File: src/rtl/core/mexp_pkg.sv
`timescale 1ns / 1ps
// ----------------------------------------------------------------------------
// mexp_pkg
// Shared widths, the modulus reset constant and controller/datapath command and status types.
// ----------------------------------------------------------------------------
package mexp_pkg;

    localparam int BASE_W        = 63;
    localparam int EXP_IN_W      = 63;
    localparam int OUT_W         = 32;
    localparam int CFG_W         = 32;
    localparam int DIV_W         = 64;
    localparam int CNT_W         = 6;
    localparam int EXP_WIDTH_DEF = 63;
    localparam int MOD_WIDTH_DEF = 32;
    localparam logic [CFG_W-1:0] MOD_RESET = 32'd1000000007;

    typedef struct packed {
        logic load;
        logic mul_ld;
        logic mul_sq;
        logic red_step;
        logic wr_base;
        logic wr_acc;
        logic clr_acc;
        logic shift_e;
        logic out_ld;
    } dp_cmd_t;

    typedef struct packed {
        logic e_zero;
        logic e_lsb;
        logic mod_zero;
        logic red_last;
    } dp_sts_t;

endpackage

File: src/rtl/core/mexp_in_if.sv
`timescale 1ns / 1ps
// ----------------------------------------------------------------------------
// mexp_in_if
// Request channel: base and exponent with valid/ready.
// ----------------------------------------------------------------------------
interface mexp_in_if;
    logic                         valid;
    logic                         ready;
    logic [mexp_pkg::BASE_W-1:0]  base;
    logic [mexp_pkg::EXP_IN_W-1:0] exponent;

    modport source (output valid, output base, output exponent, input ready);
    modport sink (input valid, input base, input exponent, output ready);
endinterface

File: src/rtl/core/mexp_out_if.sv
`timescale 1ns / 1ps
// ----------------------------------------------------------------------------
// mexp_out_if
// Result channel: power_mod with valid/ready.
// ----------------------------------------------------------------------------
interface mexp_out_if;
    logic                       valid;
    logic                       ready;
    logic [mexp_pkg::OUT_W-1:0] power_mod;

    modport source (output valid, output power_mod, input ready);
    modport sink (input valid, input power_mod, output ready);
endinterface

File: src/rtl/core/modular_exponentiation_unit.sv
`timescale 1ns / 1ps
// ----------------------------------------------------------------------------
// modular_exponentiation_unit
// Computes base^exponent mod modulus by right-to-left square-and-multiply.
//
// Usage:
//   in_req (sink) takes one request: base and exponent. out_rsp (source)
//   returns power_mod for each request, in order. cfg_we/cfg_data write the
//   modulus; write it only while no request is in flight.
//   One request is worked on at a time. Every modular product is a multiply
//   loaded into the dividend register followed by a bit-serial remainder;
//   that reducer sets the rate. A zero exponent or zero modulus finishes
//   without any reduction; else the base is first reduced, then for each
//   exponent bit up to the highest set bit the accumulator is multiplied by
//   the base when the bit is set, and the base is squared.
//   The result sits in an output register; a new request is taken while it
//   waits, and the finished result then holds until the register frees.
//   Reset clears the sequencer and the output valid and sets the modulus to
//   1000000007.
// ----------------------------------------------------------------------------
module modular_exponentiation_unit #(
    parameter int EXP_WIDTH = mexp_pkg::EXP_WIDTH_DEF,
    parameter int MOD_WIDTH = mexp_pkg::MOD_WIDTH_DEF
) (
    input  logic                       clk,
    input  logic                       rst_n,
    mexp_in_if.sink                    in_req,
    mexp_out_if.source                 out_rsp,
    input  logic                       cfg_we,
    input  logic [mexp_pkg::CFG_W-1:0] cfg_data
);
    import mexp_pkg::*;

    dp_cmd_t cmd;
    dp_sts_t sts;

    mexp_ctrl u_ctrl (
        .clk       (clk),
        .rst_n     (rst_n),
        .in_valid  (in_req.valid),
        .in_ready  (in_req.ready),
        .out_valid (out_rsp.valid),
        .out_ready (out_rsp.ready),
        .cmd       (cmd),
        .sts       (sts)
    );

    mexp_dpath #(
        .EXP_WIDTH (EXP_WIDTH),
        .MOD_WIDTH (MOD_WIDTH)
    ) u_dpath (
        .clk       (clk),
        .rst_n     (rst_n),
        .cmd       (cmd),
        .sts       (sts),
        .base      (in_req.base),
        .exponent  (in_req.exponent),
        .cfg_we    (cfg_we),
        .cfg_data  (cfg_data),
        .power_mod (out_rsp.power_mod)
    );

endmodule

File: src/rtl/core/mexp_dpath.sv
`timescale 1ns / 1ps
// ----------------------------------------------------------------------------
// mexp_dpath
// Modulus register, operand registers, multiplier and bit-serial reducer.
// ----------------------------------------------------------------------------
module mexp_dpath #(
    parameter int EXP_WIDTH = mexp_pkg::EXP_WIDTH_DEF,
    parameter int MOD_WIDTH = mexp_pkg::MOD_WIDTH_DEF
) (
    input  logic                          clk,
    input  logic                          rst_n,
    input  mexp_pkg::dp_cmd_t             cmd,
    output mexp_pkg::dp_sts_t             sts,
    input  logic [mexp_pkg::BASE_W-1:0]   base,
    input  logic [mexp_pkg::EXP_IN_W-1:0] exponent,
    input  logic                          cfg_we,
    input  logic [mexp_pkg::CFG_W-1:0]    cfg_data,
    output logic [mexp_pkg::OUT_W-1:0]    power_mod
);
    import mexp_pkg::*;

    logic [MOD_WIDTH-1:0]   mod_reg;
    logic [MOD_WIDTH-1:0]   base_reg;
    logic [MOD_WIDTH-1:0]   acc_reg;
    logic [MOD_WIDTH-1:0]   rem_reg;
    logic [MOD_WIDTH-1:0]   out_reg;
    logic [EXP_WIDTH-1:0]   e_reg;
    logic [DIV_W-1:0]       div_reg;
    logic [CNT_W-1:0]       cnt_reg;
    logic [MOD_WIDTH:0]     rem_shift;
    logic [MOD_WIDTH:0]     rem_diff;
    logic [MOD_WIDTH-1:0]   rem_next;
    logic [MOD_WIDTH-1:0]   mul_a;
    logic [2*MOD_WIDTH-1:0] product;
    logic [DIV_W-1:0]       exp_ext;

    assign rem_shift = {rem_reg, div_reg[DIV_W-1]};
    assign rem_diff  = rem_shift - {1'b0, mod_reg};
    assign rem_next  = (rem_shift >= {1'b0, mod_reg}) ? rem_diff[MOD_WIDTH-1:0]
                                                      : rem_shift[MOD_WIDTH-1:0];
    assign mul_a     = cmd.mul_sq ? base_reg : acc_reg;
    assign product   = mul_a * base_reg;
    assign exp_ext   = {1'b0, exponent};

    assign sts.e_zero   = (e_reg == '0);
    assign sts.e_lsb    = e_reg[0];
    assign sts.mod_zero = (mod_reg == '0);
    assign sts.red_last = (cnt_reg == CNT_W'(DIV_W - 1));
    assign power_mod    = OUT_W'(out_reg);

    always_ff @(posedge clk or negedge rst_n)
    begin
        if (!rst_n)
        begin
            mod_reg <= MOD_RESET[MOD_WIDTH-1:0];
            cnt_reg <= '0;
        end
        else
        begin
            if (cfg_we)
            begin
                mod_reg <= cfg_data[MOD_WIDTH-1:0];
            end
            if (cmd.load || cmd.mul_ld)
            begin
                cnt_reg <= '0;
            end
            else if (cmd.red_step)
            begin
                cnt_reg <= cnt_reg + 1'b1;
            end
        end
    end

    always_ff @(posedge clk)
    begin
        if (cmd.load)
        begin
            div_reg <= {1'b0, base};
            rem_reg <= '0;
            e_reg   <= exp_ext[EXP_WIDTH-1:0];
            acc_reg <= MOD_WIDTH'(1);
        end
        else
        begin
            if (cmd.mul_ld)
            begin
                div_reg <= DIV_W'(product);
                rem_reg <= '0;
            end
            else if (cmd.red_step)
            begin
                div_reg <= div_reg << 1;
                rem_reg <= rem_next;
            end
            if (cmd.wr_base)
            begin
                base_reg <= rem_next;
            end
            if (cmd.clr_acc)
            begin
                acc_reg <= '0;
            end
            else if (cmd.wr_acc)
            begin
                acc_reg <= rem_next;
            end
            if (cmd.shift_e)
            begin
                e_reg <= e_reg >> 1;
            end
        end
        if (cmd.out_ld)
        begin
            out_reg <= acc_reg;
        end
    end

endmodule

File: src/rtl/core/mexp_ctrl.sv
`timescale 1ns / 1ps
// ----------------------------------------------------------------------------
// mexp_ctrl
// Sequencer for base reduction and square-and-multiply steps; result handshake.
// ----------------------------------------------------------------------------
module mexp_ctrl (
    input  logic              clk,
    input  logic              rst_n,
    input  logic              in_valid,
    output logic              in_ready,
    output logic              out_valid,
    input  logic              out_ready,
    output mexp_pkg::dp_cmd_t cmd,
    input  mexp_pkg::dp_sts_t sts
);
    import mexp_pkg::*;

    typedef enum logic [2:0] {
        S_IDLE,
        S_CHECK,
        S_BRED,
        S_STEP,
        S_MULA,
        S_REDA,
        S_MULS,
        S_REDS
    } state_t;

    typedef enum logic {
        F_NONE,
        F_FIN
    } fin_t;

    state_t state_reg, state_next;
    fin_t   fin_reg, fin_next;
    logic   out_valid_reg, out_valid_next;
    logic   out_free;

    assign in_ready  = (state_reg == S_IDLE) && (fin_reg == F_NONE);
    assign out_valid = out_valid_reg;
    assign out_free  = !out_valid_reg || out_ready;

    always_comb
    begin
        cmd            = '0;
        state_next     = state_reg;
        fin_next       = fin_reg;
        out_valid_next = out_valid_reg && !out_ready;
        if (fin_reg == F_FIN)
        begin
            if (out_free)
            begin
                cmd.out_ld     = 1'b1;
                out_valid_next = 1'b1;
                fin_next       = F_NONE;
            end
        end
        else
        begin
            unique case (state_reg)
                S_IDLE:
                begin
                    if (in_valid)
                    begin
                        cmd.load   = 1'b1;
                        state_next = S_CHECK;
                    end
                end
                S_CHECK:
                begin
                    if (sts.e_zero)
                    begin
                        fin_next   = F_FIN;
                        state_next = S_IDLE;
                    end
                    else if (sts.mod_zero)
                    begin
                        cmd.clr_acc = 1'b1;
                        fin_next    = F_FIN;
                        state_next  = S_IDLE;
                    end
                    else
                    begin
                        state_next = S_BRED;
                    end
                end
                S_BRED:
                begin
                    cmd.red_step = 1'b1;
                    if (sts.red_last)
                    begin
                        cmd.wr_base = 1'b1;
                        state_next  = S_STEP;
                    end
                end
                S_STEP:
                begin
                    if (sts.e_zero)
                    begin
                        fin_next   = F_FIN;
                        state_next = S_IDLE;
                    end
                    else if (sts.e_lsb)
                    begin
                        state_next = S_MULA;
                    end
                    else
                    begin
                        state_next = S_MULS;
                    end
                end
                S_MULA:
                begin
                    cmd.mul_ld = 1'b1;
                    state_next = S_REDA;
                end
                S_REDA:
                begin
                    cmd.red_step = 1'b1;
                    if (sts.red_last)
                    begin
                        cmd.wr_acc = 1'b1;
                        state_next = S_MULS;
                    end
                end
                S_MULS:
                begin
                    cmd.mul_ld = 1'b1;
                    cmd.mul_sq = 1'b1;
                    state_next = S_REDS;
                end
                S_REDS:
                begin
                    cmd.red_step = 1'b1;
                    if (sts.red_last)
                    begin
                        cmd.wr_base = 1'b1;
                        cmd.shift_e = 1'b1;
                        state_next  = S_STEP;
                    end
                end
                default:
                begin
                    state_next = S_IDLE;
                end
            endcase
        end
    end

    always_ff @(posedge clk or negedge rst_n)
    begin
        if (!rst_n)
        begin
            state_reg     <= S_IDLE;
            fin_reg       <= F_NONE;
            out_valid_reg <= 1'b0;
        end
        else
        begin
            state_reg     <= state_next;
            fin_reg       <= fin_next;
            out_valid_reg <= out_valid_next;
        end
    end

endmodule

File: src/flat_wrapper.sv
// flat-port wrapper written by rule: the top's interface ports become plain ports
module modular_exponentiation_unit_flat import mexp_pkg::*;
#(
    parameter int EXP_WIDTH = mexp_pkg::EXP_WIDTH_DEF,
    parameter int MOD_WIDTH = mexp_pkg::MOD_WIDTH_DEF
)
  (clk, rst_n, cfg_we, cfg_data, in_req_valid, in_req_base, in_req_exponent, in_req_ready, out_rsp_valid, out_rsp_power_mod, out_rsp_ready);
  mexp_in_if in_req_i ();
  mexp_out_if out_rsp_i ();
  input  logic clk;
  input  logic rst_n;
  input  logic cfg_we;
  input  logic [mexp_pkg::CFG_W-1:0] cfg_data;
  input wire logic [$bits(in_req_i.valid)-1:0] in_req_valid;
  input wire logic [$bits(in_req_i.base)-1:0] in_req_base;
  input wire logic [$bits(in_req_i.exponent)-1:0] in_req_exponent;
  output wire logic [$bits(in_req_i.ready)-1:0] in_req_ready;
  output wire logic [$bits(out_rsp_i.valid)-1:0] out_rsp_valid;
  output wire logic [$bits(out_rsp_i.power_mod)-1:0] out_rsp_power_mod;
  input wire logic [$bits(out_rsp_i.ready)-1:0] out_rsp_ready;
  assign in_req_i.valid = in_req_valid;
  assign in_req_i.base = in_req_base;
  assign in_req_i.exponent = in_req_exponent;
  assign in_req_ready = in_req_i.ready;
  assign out_rsp_valid = out_rsp_i.valid;
  assign out_rsp_power_mod = out_rsp_i.power_mod;
  assign out_rsp_i.ready = out_rsp_ready;
  modular_exponentiation_unit #(.EXP_WIDTH(EXP_WIDTH), .MOD_WIDTH(MOD_WIDTH)) u_core (.clk(clk), .rst_n(rst_n), .in_req(in_req_i), .out_rsp(out_rsp_i), .cfg_we(cfg_we), .cfg_data(cfg_data));
endmodule
File: config.mk
export PLATFORM = sky130hd
export DESIGN_NAME = modular_exponentiation_unit_flat
export DESIGN_NICKNAME = d
export VERILOG_FILES = /design/src/rtl/core/mexp_pkg.sv /design/src/rtl/core/mexp_in_if.sv /design/src/rtl/core/mexp_out_if.sv /design/src/rtl/core/modular_exponentiation_unit.sv /design/src/rtl/core/mexp_dpath.sv /design/src/rtl/core/mexp_ctrl.sv /design/src/flat_wrapper.sv
export SDC_FILE = /design/constraint.sdc
export NUM_CORES = 2
export LEC_CHECK = 0
export ABC_CLOCK_PERIOD_IN_PS = 11300
export BUFFER_PORTS_ARGS = -buffer_cell sky130_fd_sc_hd__buf_4
export CAP_MARGIN = 20
export CORE_UTILIZATION = 51
export DETAILED_ROUTE_END_ITERATION = 12
export GPL_ROUTABILITY_DRIVEN = 0
export PLACE_DENSITY = 0.66
export RECOVER_POWER = 25
export SETUP_SLACK_MARGIN = 0.2
export SKIP_LAST_GASP = 1
export SLEW_MARGIN = 10
export SYNTH_ARGS = -nofsm -noshare
export SYNTH_HDL_FRONTEND = slang
export SYNTH_SLANG_ARGS = --single-unit
File: constraint.sdc
create_clock -name clk -period 11.3 [get_ports clk]
set_input_delay 1.13 -clock clk [delete_from_list [all_inputs] [get_ports clk]]
set_output_delay 1.13 -clock clk [all_outputs]
set_load 0.01 [all_outputs]
==> results by stage <==
Clock network:
- The clock-pin slew reported for the worst setup and hold paths after clock tree synthesis is 0.07 ns.
- The number of clock sinks seen by CTS is 298.
- The number of hold buffers added after CTS was 0.
- The post-CTS setup buffer count is 0.
- The CTS tree is yes.
- CTS built an H-tree with a depth of 1.
- The clock latency reported for the late side of the worst-skew pair is 0.61 ns.
- In this run, post-CTS repair resized a total of 0 instances.
- The clock tree root buffer cell is clkbuf_16.
- The number of buffers created by CTS is 28.
- The buffer levels on the longest clock path is 3.

Global route:
- The global-route total usage across every layer is 28.6%.
- The initial antenna violation count came to 6.
- The number of global-route vias before repair was 37200.
- The total global routing overflow is 0.
- The pin count of the biggest net entering global routing is 115.
- The first global-routing pass estimated 210000 um of wire.

Timing:
- Adding up every negative setup slack in the final design gives 0 ns.
- Dividing the final minimum period by the clock period gives 84.3%.
- The setup-violating endpoint count in the final report is 0.
- Hold is met by 0.497 ns.
- The worst pin sits at a relative slew slack of -80.3%.
- The final period demand of the worst path is 9.52 ns.
- The final number of hold-violating endpoints came to 0.
- Across the routed clock network, the largest skew measured is 0.0607 ns.
- At the pin with the least slew margin, the transition time is 2.71 ns.
- Derived from the worst setup path, the maximum achievable clock frequency is 105 MHz.
- Setup repair after global routing left no endpoint under its margin.
- The count of pins over their slew limit is 141.

Drt:
- The first-iteration detailed-routing DRC count is 2315.
- The detailed-routing iteration count for the pre-antenna-repair pass is 5.
- The average wire per standard cell is 20.5 um.
- The total length of routed met2 wires is 61700 um.
- The total wirelength of the detailed-routed design is 131000 um.
- The via-per-instance ratio is 5.49.
- The total vias in the final route is 35200.
- The top layer reached by signal wires is met5.
- Wire segments on met3 add up to 9620 um in the final route.
- For this block, wires on met1 add up to 54600 um.
- The final antenna-violating net count is 0.
- In the routed design, unresolved DRC markers number 0.

Critical path:
- Data arrives at the worst endpoint at 9.86 ns.
- The biggest fanout along the worst timing path is 63.
- The longest individual stage delay on the worst path is 0.64 ns.
- The startpoint type of the worst setup path is a flop.
- The worst setup path is of the flop to flop kind.
- The endpoint identified for the worst register-to-register timing path is u_core.u_dpath.div_reg[59].
- The data required time of the critical path is 11.64 ns.
- For flop-to-flop paths, the worst setup slack is 1.78 ns.
- The slowest stage of the critical path is the mux2_2 cell.
- The cell occurring most often along the worst timing path is fa_1.
- The number of cells on the worst reg-to-reg path is 29.
- The launching point of the worst reg2reg path is u_core.u_ctrl.fin_reg.
- The worst setup path is captured at a flop.

Yosys:
- The number of flops mapped to enable cells by yosys is 190.
- The async set-or-reset flop fraction in the synthesized netlist is 14.4%.
- Of all cell types, the one taking the most synthesized area is fa_1.
- The number of register bits inferred by synthesis is 298.
- The fraction of post-synthesis cell area in the top cell type by area is 37.6%.
- Of the post-synthesis cell area, the part taken by muxes is 1.45%.
- The post-synthesis cell area is 47700 um^2.
- The synthesized-area fraction occupied by and/or/nand/nor cells is 17.5%.
- The synthesized netlist devotes 7.39% of its cell area to compound gates.
- The adder-cell share of the synthesized area is 45.4%.
- The post-synthesis cell count is 5172.
- The largest family of logic cells by synthesized area is adder cells.
- The mean post-synth cell area is 9.23 um^2.
- Among all flip-flop cells after synthesis, the most frequent one is edfxtp_1.
- The synthesized netlist contains 73 unique library cells.
- Sorting the synthesized cells by area gives the leading types as fa_1, edfxtp_1, ha_1, and2_1, inv_1.
- The count of warnings emitted by yosys is 0.
- After Yosys synthesis, XOR and XNOR cells account for 1.58% of the synthesized area.
- The proportion of synthesized chip area in sequential cells is 17.0%.
- Counting every net in the synthesized netlist gives 6528.

Run status:
- The final reports fail on capacitance limit, slew limit.
- The flow ran to the end, but the final reports show violations.

Layout:
- In the final layout, the share of cells above drive strength 1 is 7.53%.
- The library cell used most frequently in the layout, excluding fill and tap cells, is inv_1.
- The final standard cell count with taps included and fillers excluded is 6408.
- The area growth from synthesis to layout is 6.81%.
- The top cell types in the final layout, fill and taps aside, are inv_1, fa_1, nand2_1, and2_1, ha_1.
- The net count reported at finish is 6497.
- The flip-flop count of the largest register after layout is 64.
- Counting the fill cells in the layout gives 8467.

Floorplanning:
- Pin placement for this block handled 197 I/O pins.
- The total die area is 94800 um^2.
- The floorplan step set the die height to 308 um.
- The total area inside the core boundary comes to 92200 um^2.
- The row count is 111.
- The starting utilization of the core area is 51.8%.
- The die width is 308 um.

Place:
- Counting tap cells, the placed design contains a total of 6353 instances.
- After legalization and detailed placement, the total HPWL measured 106000 um.
- During placement, the flow inserted port buffers numbering 196.

Flow run:
- The max-cap violation count is 3.

Worst hold path:
- The hold path depth is 2.
- The path category of the worst min-delay check is flop to flop.
- The worst hold path terminates at u_core.u_dpath.rem_reg[10].
- The beginning of the worst hold path is u_core.u_dpath.rem_reg[10].
## per-stage QoR
stage / setup slack [ns] / instance area [um^2] / utilization, %
3_3_place_gp: 2.05 / 50000 / 54.2
5_1_grt: 1.30 / 51000 / 55.3
3_5_place_dp: 1.92 / 50000 / 54.3
2_1_floorplan: 2.61 / 47700 / -
4_1_cts: 1.87 / 51000 / 55.3
6_report: 1.78 / 51000 / 55.3
## layer usage
metal,track usage [%],up-vias
met3,4.46,218
li1,-,15800
met1,38.9,17900
met5,0,-
met4,9.98,4
met2,46.6,1236
## kinds of logic (layout without fill, tap and decap cells)
family | Yosys count | after routing
buffers and inverters | 1230 | 1221
DFF | 298 | 298
adders and majority gates | 1193 | 1193
and+or+nand+nor | 1729 | 1729
AOI/OAI and AO/OA | 576 | 576
other | 0 | 2
muxes | 60 | 60
xor gates and xnor gates | 86 | 86
## worst max-delay path: cells and delay by family, from the launching register on
family	cells	cell delay, ns
muxes	1	0.64
buffers and inverters	6	0.79
DFF	1	0.52
AOI/OAI and AO/OA	9	2.20
adders and majority gates	9	4.37
xor gates and xnor gates	1	0.16
and+or+nand+nor	3	0.53
## synth_stat cells, types with 20 or more instances
cell,number
nor3_1,25
o21a_1,23
and2_1,574
xor2_1,35
xnor2_1,51
clkbuf_1,299
ha_1,296
nand2_1,810
inv_1,920
nand3_1,37
mux2_2,38
dfrtp_1,27
fa_1,897
a211oi_1,22
a31oi_1,28
nor4_1,27
dfxtp_1,65
o21ai_0,159
nand4_1,34
a21oi_1,176
nor2_1,152
a21o_1,48
edfxtp_1,190
and3_1,20
## final cells by class
| cell class | count | area (um^2) | area share [%] |
|---|---|---|---|
| Antenna cell | 2 | 5.00 | 0.00981 |
| Clock buffer | 33 | 749 | 1.47 |
| Clock inverter | 19 | 188 | 0.368 |
| Inverter | 920 | 3450 | 6.77 |
| Multi-Input combinational cell | 3644 | 35000 | 68.7 |
| Sequential cell | 298 | 8100 | 15.9 |
| Tap cell | 1243 | 1560 | 3.05 |
| Timing Repair Buffer | 249 | 1890 | 3.71 |
## worst max path at each step
stage | startpoint | end | slack, ns | cells after the start
floorplan | u_core.u_ctrl.state_reg[1] | u_core.u_dpath.div_reg[62] | 2.61 | 31
global placement | u_core.u_ctrl.fin_reg | u_core.u_dpath.div_reg[63] | 2.05 | 29
detailed placement | u_core.u_ctrl.fin_reg | u_core.u_dpath.div_reg[59] | 1.92 | 29
CTS | u_core.u_ctrl.fin_reg | u_core.u_dpath.div_reg[63] | 1.87 | 29
global route | u_core.u_ctrl.fin_reg | u_core.u_dpath.div_reg[59] | 1.30 | 30
finish | u_core.u_ctrl.fin_reg | u_core.u_dpath.div_reg[59] | 1.78 | 29
Power is not shown: default switching activity piles up to over one toggle a cycle in this logic, so the estimate is an artifact.
